`config.mk`:
```
export PLATFORM = sky130hd
export DESIGN_NAME = mesh_container_decoder
export DESIGN_NICKNAME = d
export VERILOG_FILES = /design/src/mcd_pkg.sv /design/src/mcd_parser.sv /design/src/mesh_container_decoder.sv
export SDC_FILE = /design/constraint.sdc
export NUM_CORES = 1
export LEC_CHECK = 0
export BUFFER_PORTS_ARGS = -buffer_cell sky130_fd_sc_hd__buf_2
export CORE_ASPECT_RATIO = 0.6
export CORE_UTILIZATION = 40
export DETAILED_ROUTE_END_ITERATION = 8
export PLACE_DENSITY = 0.64
export SETUP_SLACK_MARGIN = 0.05
export SYNTH_ARGS = -nofsm -noshare
export SYNTH_HDL_FRONTEND = slang
export SYNTH_SLANG_ARGS = --single-unit
```
`constraint.sdc`:
```
create_clock -name clk -period 5.1 [get_ports clk]
set_input_delay 0.255 -clock clk [delete_from_list [all_inputs] [get_ports clk]]
set_output_delay 0.255 -clock clk [all_outputs]
set_load 0.1 [all_outputs]
```
`src/mcd_pkg.sv`:
```
// ----------------------------------------------------------------------------
// Mesh container decoder package
// Shared types and constants for the container parser and its top level.
// ----------------------------------------------------------------------------
package mcd_pkg;

  // Parser phases, one-hot encoded.
  typedef enum logic [9:0] {
    PH_MAGIC    = 10'b00_0000_0001,
    PH_COUNT    = 10'b00_0000_0010,
    PH_NAMELEN  = 10'b00_0000_0100,
    PH_NAME     = 10'b00_0000_1000,
    PH_MATERIAL = 10'b00_0001_0000,
    PH_VCOUNT   = 10'b00_0010_0000,
    PH_VERT     = 10'b00_0100_0000,
    PH_ICOUNT   = 10'b00_1000_0000,
    PH_INDEX    = 10'b01_0000_0000,
    PH_DONE     = 10'b10_0000_0000
  } phase_t;

  // Token kinds carried on the output.
  typedef enum logic [3:0] {
    TK_END       = 4'd0,
    TK_GROUPS    = 4'd1,
    TK_NAME_LEN  = 4'd2,
    TK_NAME_BYTE = 4'd3,
    TK_MATERIAL  = 4'd4,
    TK_VCOUNT    = 4'd5,
    TK_VERTEX    = 4'd6,
    TK_ICOUNT    = 4'd7,
    TK_INDEX     = 4'd8,
    TK_ERROR     = 4'd9
  } kind_t;

  // Stream status reported with each token.
  typedef enum logic [1:0] {
    ST_BUSY      = 2'd0,
    ST_COMPLETE  = 2'd1,
    ST_TRUNCATED = 2'd2,
    ST_BAD_MAGIC = 2'd3
  } status_t;

  // One result token.
  typedef struct packed {
    kind_t       kind;
    logic [31:0] value;
    logic [3:0]  attr;
    logic [31:0] group;
    logic        eos;
    status_t     status;
  } token_t;

  localparam logic [7:0] MAGIC_0 = 8'h42;  // 'B'
  localparam logic [7:0] MAGIC_1 = 8'h4D;  // 'M'
  localparam logic [7:0] MAGIC_2 = 8'h44;  // 'D'
  localparam logic [7:0] MAGIC_3 = 8'h31;  // '1'

  function automatic logic [7:0] magic_byte(input logic [1:0] pos);
    logic [7:0] b;
    case (pos)
      2'd0:    b = MAGIC_0;
      2'd1:    b = MAGIC_1;
      2'd2:    b = MAGIC_2;
      default: b = MAGIC_3;
    endcase
    return b;
  endfunction

endpackage

```
`src/mcd_parser.sv`:
```
// ----------------------------------------------------------------------------
// Mesh container parser
// Holds the parse state and turns one byte into at most one token.
// ----------------------------------------------------------------------------
module mcd_parser (
  input  logic          clk,
  input  logic          rst,
  input  logic          take,       // a byte transaction is accepted this cycle
  input  logic [7:0]    data_byte,
  input  logic          stream_last,
  output logic          tok_valid,
  output mcd_pkg::token_t tok
);

  mcd_pkg::phase_t phase, phase_next;
  logic [1:0]  byte_position, byte_position_next;
  logic [23:0] word_assembler, word_assembler_next;
  logic [31:0] groups_total, groups_total_next;
  logic [31:0] group_counter, group_counter_next;
  logic [31:0] items_remaining, items_remaining_next;
  logic [3:0]  attribute_counter, attribute_counter_next;
  logic        failed, failed_next;

  logic [31:0] word;
  logic        word_done;
  logic [31:0] items_dec;
  logic [31:0] group_inc;
  logic        still_busy;

  assign word      = {data_byte, word_assembler};
  assign items_dec = items_remaining - 32'd1;
  assign group_inc = group_counter + 32'd1;

  always_comb begin
    phase_next             = phase;
    byte_position_next     = byte_position;
    word_assembler_next    = word_assembler;
    groups_total_next      = groups_total;
    group_counter_next     = group_counter;
    items_remaining_next   = items_remaining;
    attribute_counter_next = attribute_counter;
    failed_next            = failed;
    word_done              = 1'b0;
    still_busy             = 1'b0;
    tok_valid              = 1'b0;
    tok.kind               = mcd_pkg::TK_END;
    tok.value              = '0;
    tok.attr               = '0;
    tok.group              = group_counter;
    tok.eos                = stream_last;
    tok.status             = mcd_pkg::ST_BUSY;

    if (!failed) begin
      case (phase)
        mcd_pkg::PH_MAGIC: begin
          if (data_byte != mcd_pkg::magic_byte(byte_position)) begin
            failed_next = 1'b1;
            tok_valid   = 1'b1;
            tok.kind    = mcd_pkg::TK_ERROR;
          end else if (byte_position == 2'd3) begin
            byte_position_next = 2'd0;
            phase_next         = mcd_pkg::PH_COUNT;
          end else begin
            byte_position_next = byte_position + 2'd1;
          end
        end
        mcd_pkg::PH_NAME: begin
          tok_valid            = 1'b1;
          tok.kind             = mcd_pkg::TK_NAME_BYTE;
          tok.value            = {24'd0, data_byte};
          items_remaining_next = items_dec;
          if (items_dec == 32'd0) begin
            phase_next = mcd_pkg::PH_MATERIAL;
          end
        end
        mcd_pkg::PH_COUNT, mcd_pkg::PH_NAMELEN, mcd_pkg::PH_MATERIAL,
        mcd_pkg::PH_VCOUNT, mcd_pkg::PH_VERT, mcd_pkg::PH_ICOUNT,
        mcd_pkg::PH_INDEX: begin
          if (byte_position != 2'd3) begin
            word_assembler_next = word_assembler |
                                  24'({16'd0, data_byte} << {byte_position, 3'b000});
            byte_position_next  = byte_position + 2'd1;
          end else begin
            word_assembler_next = '0;
            byte_position_next  = 2'd0;
            word_done           = 1'b1;
          end
        end
        default: begin
        end
      endcase

      if (word_done) begin
        tok_valid = 1'b1;
        tok.value = word;
        case (phase)
          mcd_pkg::PH_COUNT: begin
            tok.kind           = mcd_pkg::TK_GROUPS;
            tok.group          = '0;
            groups_total_next  = word;
            group_counter_next = '0;
            phase_next = (word == 32'd0) ? mcd_pkg::PH_DONE : mcd_pkg::PH_NAMELEN;
          end
          mcd_pkg::PH_NAMELEN: begin
            tok.kind             = mcd_pkg::TK_NAME_LEN;
            items_remaining_next = word;
            phase_next = (word == 32'd0) ? mcd_pkg::PH_MATERIAL : mcd_pkg::PH_NAME;
          end
          mcd_pkg::PH_MATERIAL: begin
            tok.kind   = mcd_pkg::TK_MATERIAL;
            phase_next = mcd_pkg::PH_VCOUNT;
          end
          mcd_pkg::PH_VCOUNT: begin
            tok.kind               = mcd_pkg::TK_VCOUNT;
            items_remaining_next   = word;
            attribute_counter_next = '0;
            phase_next = (word == 32'd0) ? mcd_pkg::PH_ICOUNT : mcd_pkg::PH_VERT;
          end
          mcd_pkg::PH_VERT: begin
            tok.kind               = mcd_pkg::TK_VERTEX;
            tok.attr               = attribute_counter;
            attribute_counter_next = attribute_counter + 4'd1;
            if (attribute_counter == 4'd15) begin
              items_remaining_next = items_dec;
              if (items_dec == 32'd0) begin
                phase_next = mcd_pkg::PH_ICOUNT;
              end
            end
          end
          mcd_pkg::PH_ICOUNT: begin
            tok.kind             = mcd_pkg::TK_ICOUNT;
            items_remaining_next = word;
            if (word == 32'd0) begin
              group_counter_next = group_inc;
              phase_next = (group_inc == groups_total) ? mcd_pkg::PH_DONE
                                                       : mcd_pkg::PH_NAMELEN;
            end else begin
              phase_next = mcd_pkg::PH_INDEX;
            end
          end
          default: begin
            tok.kind             = mcd_pkg::TK_INDEX;
            items_remaining_next = items_dec;
            if (items_dec == 32'd0) begin
              group_counter_next = group_inc;
              phase_next = (group_inc == groups_total) ? mcd_pkg::PH_DONE
                                                       : mcd_pkg::PH_NAMELEN;
            end
          end
        endcase
      end

      if (failed_next) begin
        tok.status = mcd_pkg::ST_BAD_MAGIC;
      end

      if (stream_last) begin
        // The closing byte always produces a token, end-only if nothing else.
        tok_valid  = 1'b1;
        still_busy = phase_next == mcd_pkg::PH_MAGIC   ||
                     phase_next == mcd_pkg::PH_COUNT   ||
                     phase_next == mcd_pkg::PH_NAMELEN ||
                     phase_next == mcd_pkg::PH_NAME    ||
                     phase_next == mcd_pkg::PH_MATERIAL||
                     phase_next == mcd_pkg::PH_VCOUNT  ||
                     phase_next == mcd_pkg::PH_VERT    ||
                     phase_next == mcd_pkg::PH_ICOUNT  ||
                     phase_next == mcd_pkg::PH_INDEX;
        if (!failed_next) begin
          tok.status = still_busy ? mcd_pkg::ST_TRUNCATED : mcd_pkg::ST_COMPLETE;
        end
      end
    end

    // The closing byte returns the parser to its reset state.
    if (stream_last) begin
      phase_next             = mcd_pkg::PH_MAGIC;
      byte_position_next     = '0;
      word_assembler_next    = '0;
      groups_total_next      = '0;
      group_counter_next     = '0;
      items_remaining_next   = '0;
      attribute_counter_next = '0;
      failed_next            = 1'b0;
    end
  end

  always_ff @(posedge clk) begin
    if (rst) begin
      phase             <= mcd_pkg::PH_MAGIC;
      byte_position     <= '0;
      word_assembler    <= '0;
      groups_total      <= '0;
      group_counter     <= '0;
      items_remaining   <= '0;
      attribute_counter <= '0;
      failed            <= 1'b0;
    end else if (take) begin
      phase             <= phase_next;
      byte_position     <= byte_position_next;
      word_assembler    <= word_assembler_next;
      groups_total      <= groups_total_next;
      group_counter     <= group_counter_next;
      items_remaining   <= items_remaining_next;
      attribute_counter <= attribute_counter_next;
      failed            <= failed_next;
    end
  end

endmodule

```
`src/mesh_container_decoder.sv`:
```
// ----------------------------------------------------------------------------
// Mesh container decoder
// Byte-stream parser for BMD1 mesh containers that emits one token per field word and per name byte.
// ----------------------------------------------------------------------------
// The decoder takes one container byte per transaction on the slave stream and
// sustains one byte per clock cycle: the parse state is updated by short
// combinational logic per byte, and the token is loaded into the output
// register by the same clock edge that accepts the byte, so it is offered on
// the master side from the next cycle. The input is stalled only while the
// output register holds a token that the master side has not yet taken. A
// token is produced for every completed little-endian 32-bit word after the
// magic up to the end of the last group, and every name byte; unless the magic
// failed, the s_tlast byte closes the stream with a token (end-only if nothing
// else) whose status tells complete or truncated, after which the decoder is
// ready for the next container. A wrong magic byte yields an error token, and
// every later byte of that container, including the last, is dropped silently.
// ----------------------------------------------------------------------------
module mesh_container_decoder (
  input  logic        clk,
  input  logic        rst,
  // Slave stream: one container byte per transaction.
  input  logic        s_tvalid,
  output logic        s_tready,
  input  logic [7:0]  s_tdata,   // [7:0] data_byte
  input  logic        s_tlast,   // stream_last
  // Master stream: one token per transaction.
  output logic        m_tvalid,
  input  logic        m_tready,
  output logic [71:0] m_tdata,   // [31:0] token_value, [35:32] vertex_attribute,
                                 // [67:36] group_number, [69:68] stream_status,
                                 // [71:70] zero
  output logic [3:0]  m_tuser,   // [3:0] token_kind
  output logic        m_tlast    // end_of_stream
);

  logic            take;
  logic            tok_valid;
  mcd_pkg::token_t tok;
  mcd_pkg::token_t out_tok;
  logic            out_valid;

  // A byte is taken whenever the output register is empty or is being drained
  // in the same cycle, so a stalled token does not hold up the parser longer
  // than needed.
  assign s_tready = !out_valid || m_tready;
  assign take     = s_tvalid && s_tready;

  mcd_parser u_parser (
    .clk         (clk),
    .rst         (rst),
    .take        (take),
    .data_byte   (s_tdata),
    .stream_last (s_tlast),
    .tok_valid   (tok_valid),
    .tok         (tok)
  );

  // Output register: loaded on each accepted byte that yields a token,
  // cleared when its token is taken with nothing new behind it.
  always_ff @(posedge clk) begin
    if (rst) begin
      out_valid <= 1'b0;
    end else if (take) begin
      out_valid <= tok_valid;
    end else if (m_tready) begin
      out_valid <= 1'b0;
    end
  end

  always_ff @(posedge clk) begin
    if (take && tok_valid) begin
      out_tok <= tok;
    end
  end

  assign m_tvalid = out_valid;
  assign m_tuser  = out_tok.kind;
  assign m_tlast  = out_tok.eos;
  assign m_tdata  = {2'b00, out_tok.status, out_tok.group, out_tok.attr, out_tok.value};

  // A closing token always carries a final status.
  a_eos_status: assert property (@(posedge clk) disable iff (rst)
    m_tvalid && m_tlast |-> m_tdata[69:68] != mcd_pkg::ST_BUSY)
    else $error("closing token without final status");

  // An error token always reports bad magic.
  a_error_status: assert property (@(posedge clk) disable iff (rst)
    m_tvalid && m_tuser == mcd_pkg::TK_ERROR |-> m_tdata[69:68] == mcd_pkg::ST_BAD_MAGIC)
    else $error("error token with wrong status");

  // Only vertex words carry a nonzero attribute number.
  a_attr_kind: assert property (@(posedge clk) disable iff (rst)
    m_tvalid && m_tdata[35:32] != 4'd0 |-> m_tuser == mcd_pkg::TK_VERTEX)
    else $error("attribute on non-vertex token");

  // A token waiting at the output blocks the input until it is taken.
  a_hold: assert property (@(posedge clk) disable iff (rst)
    m_tvalid && !m_tready |-> !s_tready)
    else $error("input accepted over a stalled token");

endmodule

```
# --- After elaboration in Yosys (flattened, before gate mapping) ---
# Index checks and enable logic that the tools add are counted.
totals:
  elab_cells: 161
  mem_bits_rw: 0
  mem_bits_ro: 0
  mem_count: 0
  input_bits: 13
  latchBits: 0
  out_inout_bits: 79
  regBits: 213
classes:
  add_sub_neg: 4
  n_eq_ne: 29
  bitwise: 3
  mux: 76
  div_mod_pow: 0
  order_cmp: 0
  shifts: 1
  reduce_logical: 33
  mul: 0
ops:
  columns: ["op", "count"]
  rows:
  - ["$mux 32", 16]
  - ["$pmux 32 s3", 2]
  - ["$mux 10", 13]
  - ["$mux 24", 4]
  - ["$mux 72", 1]
  - ["$logic_not 32->1", 2]
  - ["$pmux 10 s6", 1]
  - ["$add 32x1->32 const B", 1]
  - ["$eq 32x32->1", 1]
  - ["$mux 8", 4]
  - ["$sub 32x1->32 const B", 1]
  - ["$or 24x24->24", 1]
  - ["$pmux 4 s6", 1]
  - ["$shl 8x5->24", 1]
  - ["$pmux 7 s3", 1]
  - ["$eq 10x1->1 const B", 2]
  - ["$eq 10x2->1 const B", 2]
  - ["$eq 10x3->1 const B", 2]
  - ["$eq 10x4->1 const B", 2]
  - ["$eq 10x5->1 const B", 2]
  - ["$eq 10x6->1 const B", 2]
  - ["$eq 10x7->1 const B", 2]
  - ["$eq 10x8->1 const B", 2]
  - ["$eq 10x9->1 const B", 2]
  - ["other kinds (34)", 78]

# --- Logic depth before layout (Yosys ltp) ---
logic_depth:
  ltp_word: 24
  ltp_mapped: 16

# --- Hierarchy ---
# Synthesis repeated with hierarchy kept, for this count alone.
unflattened:
  cells_unflattened: 1446
  hier_area_um2: 12285.5
by_module_without_submodules:
  columns: ["mod", "cells_each", "seq_area_each_um2", "instances", "area_per_inst_um2"]
  rows:
  - ["mcd_parser", 1362, 2742.6, 1, 9947.0]
  - ["mesh_container_decoder", 84, 2272.2, 1, 2338.5]

# --- Worst setup path after synthesis ---
# No wires, ideal clock.
synth_timing:
  path_type: "register to register"
  from: "register u_parser.phase[0]"
  to: "register out_tok, in the netlist m_tdata[0], enable pin"
  path_stages_with_launch: 10
  t_arrival_ns: 3.792
  setup_slack_ns: 0.879
  required_time_ns: 4.671
  period_less_slack_ns: 4.221
  cell_sequence: "dfxtp_1 > clkbuf_1 > or4_1 > nor4b_1 > and3b_1 > clkbuf_1 > nor2_1 > nand2_1 > o21ai_0 > inv_1"
synth_via:
  elab_chain_len: 8
synth_rtl:
  columns: ["element", "line", "text"]
  rows:
  - ["from (decl)", "mcd_parser.sv:15", "mcd_pkg::phase_t phase, phase_next;"]
  - ["from (signal assigned)", "mcd_parser.sv:190", "phase <= mcd_pkg::PH_MAGIC;"]
  - ["from (signal assigned)", "mcd_parser.sv:199", "phase <= phase_next;"]
  - ["$eq 10x9->1 (tied with other cells)", "mcd_parser.sv:54", "case (phase)"]
  - ["$reduce_or 7->1", "mcd_parser.sv:54", null]
  - ["$mux 1", "mcd_parser.sv:54", null]
  - ["$mux 1", "mcd_parser.sv:53", "if (!failed) begin"]
  - ["$mux 1 (*)", "mcd_parser.sv:93", "if (word_done) begin"]
  - ["$mux 1 (*)", "mcd_parser.sv:157", "if (stream_last) begin"]
  - ["$mux 1 (*)", "mcd_parser.sv:53", null]
  - ["$logic_and 1x1->1 (*)", "mesh_container_decoder.sv:71", "if (take && tok_valid) begin"]
  - ["to (signal assigned)", "mesh_container_decoder.sv:72", "out_tok <= tok;"]
  - ["to (decl)", "mesh_container_decoder.sv:39", "mcd_pkg::token_t out_tok;"]
# Every way passes the cells marked *; elsewhere a longest branch is shown, timed or not. The select of a mux whose other input is x is not followed.
# A chain may end at the register's enable or synchronous reset.

# --- Worst setup path after layout ---
layout_timing:
  from: "register u_parser.group_counter[0]"
  to: "register out_tok, in the netlist m_tdata[69] (data pin)"
layout_via:
  elab_chain_len: 19
layout_rtl:
  columns: ["element", "line", "text"]
  rows:
  - ["from (decl)", "mcd_parser.sv:19", "logic [31:0] group_counter, group_counter_next;"]
  - ["from (signal assigned)", "mcd_parser.sv:203", "group_counter <= group_counter_next;"]
  - ["$add 32x1->32 (*)", "mcd_parser.sv:32", "assign group_inc = group_counter + 32'd1;"]
  - ["$eq 32x32->1 (*)", "mcd_parser.sv:135, mcd_parser.sv:146", null]
  - ["$mux 10 (*)", "mcd_parser.sv:135, mcd_parser.sv:146", null]
  - ["$mux 10 (on tied branches)", "mcd_parser.sv:144, mcd_parser.sv:133", null]
  - ["$pmux 10 s6 (*)", "mcd_parser.sv:96", "case (phase)"]
  - ["$mux 10 (*)", "mcd_parser.sv:93", null]
  - ["$mux 10 (*)", "mcd_parser.sv:53", null]
  - ["$eq 10x1->1 / $eq 10x2->1 (equally long branches)", "mcd_parser.sv:160, mcd_parser.sv:161", null]
  - ["[... 3 more ...]", null, null]
  - ["$logic_or 1x1->1", "mcd_parser.sv:163", "phase_next == mcd_pkg::PH_NAME ||"]
  - ["$logic_or 1x1->1", "mcd_parser.sv:164", "phase_next == mcd_pkg::PH_MATERIAL||"]
  - ["$logic_or 1x1->1", "mcd_parser.sv:165", "phase_next == mcd_pkg::PH_VCOUNT ||"]
  - ["$logic_or 1x1->1", "mcd_parser.sv:166", "phase_next == mcd_pkg::PH_VERT ||"]
  - ["$logic_or 1x1->1 (*)", "mcd_parser.sv:167", "phase_next == mcd_pkg::PH_ICOUNT ||"]
  - ["$mux 2 (*)", "mcd_parser.sv:170", "tok.status = still_busy ? mcd_pkg::ST_TRUNCATED : mcd_pkg::ST_COMPLETE;"]
  - ["$mux 2 (*)", "mcd_parser.sv:169", "if (!failed_next) begin"]
  - ["$mux 2 (*)", "mcd_parser.sv:157", null]
# Marked as above.

==> metrics.txt <==
reg2reg setup slack 680 ps; largest fanout on the critical path 8; post-route ant nets 0; RSZ-0062 raised after global routing false; postcts setup bufs 0; Synth Area in Compound Gates roughly 18%; pwr dens 292.2 nW/µm²; routability cong. between 0.9 and 1; final hold vios 0; main area contributors after synthesis dfxtp_1, edfxtp_1, nor2_1; Layout area overhead 11.22%; top-area cell type share of the netlist area approximately 23%; GRT Overall Usage 25.52%; Clock H-tree levels 1; # setup viols final 0; CP max stage cell nor2_1; maximum number of pins on one net before global-route repair 76; post-CTS sizing 0; CTS Buffer Depth 3; Setup WS post-layout between 600 and 700 ps; post-layout min period ~4400 ps; port bufs between 80 and 90; Initial DRC Count 1,603; clock root cell clkbuf_16; initial antenna violation count 0; crit path cell chain ha_1, nand3_1, nor2_1, nand3_1, o41a_1, a311oi_1, o211ai_1, nor4_2, o21ai_1, nor2b_1, a32oi_1, o21ai_2, a21o_1; Wirelength per Cell ~21 µm; first-pass GRT wire length between 60 and 70 mm; CP Data Arrival Time 4710 ps; worst-skew pair later-pin latency around 540 ps; worst slew pin tran 1187 ps; dpl hpwl 26.97 mm; most frequent CP cell nand3_1; IO Pins 92; worst vdd ir approximately 0.21 mV; EDFF count, synth 75; CTS Sinks 213; worst-case hold slack roughly 77 ps; Die Ht 137.1 µm; Synth Area in XOR/XNOR under 10%; total wire length 39.77 mm; number of distinct library cells after synthesis 78; area leader, netlist dfxtp_1; max-slew violation count 0; sequential fraction of the synthesis area 41.19%; cts bufs inserted 23; maxcap violations 0; Tcrit/Tclk final 86.63%; Horiz. Die Dim around 230 µm; share of post-route cells with drive strength above 1 approximately an eighth; core area around 30,000 µm²; relative slew slack just over 20%; Clock transition at path regs approximately 70 ps; maximum clock frequency about 0.23 GHz; CTS tree done; outcome finished clean; Crit. End Element flip-flop; Buf+Inv Stages, Crit Path 0; Final #Nets around 1.5k; combinational family with the most area after synthesis simple AND/OR/NAND/NOR gates; Synth Cell Area 12,180 µm²; Post-route DRC 0; initial core utilization approximately two fifths; LEAKAGE between 5 and 6 nW; Vias about 11k; WS Path Type reg2reg; warnings from Yosys 0; Top FF cell, synth dfxtp_1; Worst path max stage delay roughly 700 ps; hold buffers post-CTS 0; post-synthesis simple-gate area fraction 27.78%; Detailed Routing Iterations Pass 1 6; setup_tns 0 ps; Hold Path Class in2reg; number of global-route vias before repair slightly above 10k; Placement Setup Slack a little over 800 ps; Synth Register Bits approximately 210; die area just over 30,000 µm²; skew final about 11 ps; grt ovf 0; multiplexer share of the synthesized area 0.2466%; ant diodes 0; Post-Syn Area per Cell around 8.4 µm²; FP Rows 49; fraction of the mapped netlist area in adder cells less than 1%; Syn Inst Count around 1.4k; crit start category flip-flop; Critical Path RT about 5400 ps; Via density between 6 and 7; Async SR Flop Fraction 0%; fin util a little under half; family with the most delay on the worst path simple AND/OR/NAND/NOR gates
-- final timing paths --
kind                                                        startpoint                                     end  cells after the start
worst min-delay path                                          m_tready                   m_tvalid$_SDFFE_PP0P_                      3
worst max register to register  u_parser.group_counter[0]$_SDFFE_PP0P_               m_tdata[69]$_SDFFCE_PP0P_                     13
worst min register to register  u_parser.groups_total[12]$_SDFFE_PP0P_  u_parser.groups_total[12]$_SDFFE_PP0P_                      2
worst max-delay path            u_parser.group_counter[0]$_SDFFE_PP0P_               m_tdata[69]$_SDFFCE_PP0P_                     13
-- where the power goes --
| part | switching, mW | leakage [nW] | internal (mW) | total (mW) |
|---|---|---|---|---|
| sequential | 0.0186 | 1.85 | 1.80 | 1.82 |
| clock | 0.726 | 0.355 | 0.929 | 1.66 |
| combinational | 0.424 | 2.86 | 0.0560 | 0.480 |
| total | 1.17 | 5.07 | 2.79 | 3.96 |
-- worst register-to-register path, delay by kind of cell (launching register included) --
| kind | cells | cell delay, ps |
|---|---|---|
| and+or+nand+nor | 5 | 1840 |
| AOI/OAI and AO/OA | 7 | 1550 |
| DFF | 1 | 470 |
| adders and majority gates | 1 | 320 |
-- area by class of cell --
type / count / area, µm²
Fill cell: 2934 / 16380
Multi-Input combinational cell: 1092 / 6593
Sequential cell: 213 / 5015
Clock buffer: 31 / 635.6
Timing Repair Buffer: 114 / 635.6
Tap cell: 408 / 510.5
Clock inverter: 11 / 91.34
Inverter: 16 / 61.31
-- layout by cell type, fill, tap and decap left out, types with 6 or more instances in the layout --
cell	Yosys	layout
nor4_1	28	28
o21ai_0	53	52
nand4_1	20	20
nor2b_1	36	36
xnor2_1	54	54
nor3b_1	36	36
or4_1	13	13
nand2_1	63	62
dfxtp_1	138	138
o22ai_1	31	31
edfxtp_1	75	75
ha_1	7	7
nand2b_1	14	14
clkbuf_16	0	23
or3_1	24	24
clkinv_2	0	6
a21oi_1	148	148
nor2_1	202	201
and4_1	6	6
inv_1	16	15
nor3_1	47	43
buf_4	6	26
and2_1	8	8
or2_2	7	7
xor2_1	46	46
and3_1	41	41
nand3b_1	12	12
a31oi_1	12	12
nand4b_1	7	7
a22oi_1	56	56
buf_2	17	88
nand3_1	37	37
-- sequential cells by signal (all words and copies together), names as in the netlist --
name / count
m_tdata: 70
u_parser.group_counter: 32
u_parser.groups_total: 32
u_parser.items_remaining: 32
u_parser.word_assembler: 24
u_parser.phase: 10
m_tuser: 4
u_parser.attribute_counter: 4
u_parser.byte_position: 2
m_tlast: 1
m_tvalid: 1
u_parser.failed: 1
-- per-layer routing --
layer | wire, µm | up-vias | global-route usage, % | part of all wire, %
met2 | 15120 | 634 | 33.21 | 38
met5 | 0 | - | 0 | 0
met4 | 805 | 0 | 5.891 | 2.0
met3 | 5009 | 63 | 7.943 | 13
li1 | - | 5268 | - | -
met1 | 18830 | 5380 | 39.50 | 47
-- logic make-up (layout without fill, tap and decap cells) --
| logic type | count (synthesis) | count (layout) |
|---|---|---|
| simple gates | 625 | 625 |
| compound gates | 355 | 355 |
| flops | 213 | 213 |
| buf+inv | 143 | 172 |
| xor+xnor | 100 | 100 |
| fa+ha+maj | 7 | 7 |
| mux | 3 | 3 |
| other cells | 1 | 2 |
-- Yosys cell counts, drive strengths merged, types with 22 or more instances --
cell type	n
nand4	22
xnor2	54
and3	41
nand2	64
o21ai	58
o22ai	31
xor2	46
nand3	38
edfxtp	75
dfxtp	138
nor4	33
a22oi	56
a21oi	148
clkbuf	99
nor3b	36
buf	28
nor3	48
nor2b	36
nor2	203
or3	26
-- stage by stage --
step                      std cells  area (µm²)  total power, mW
after global routing           1885       13540            4.078
after CTS                      1885       13540            3.987
final                          1885       13540            3.957
after floorplan                1448       12180            2.242
after global placement         1843       12810            2.336
after detailed placement       1843       12810            2.337
(Power assumes the default switching activity.)
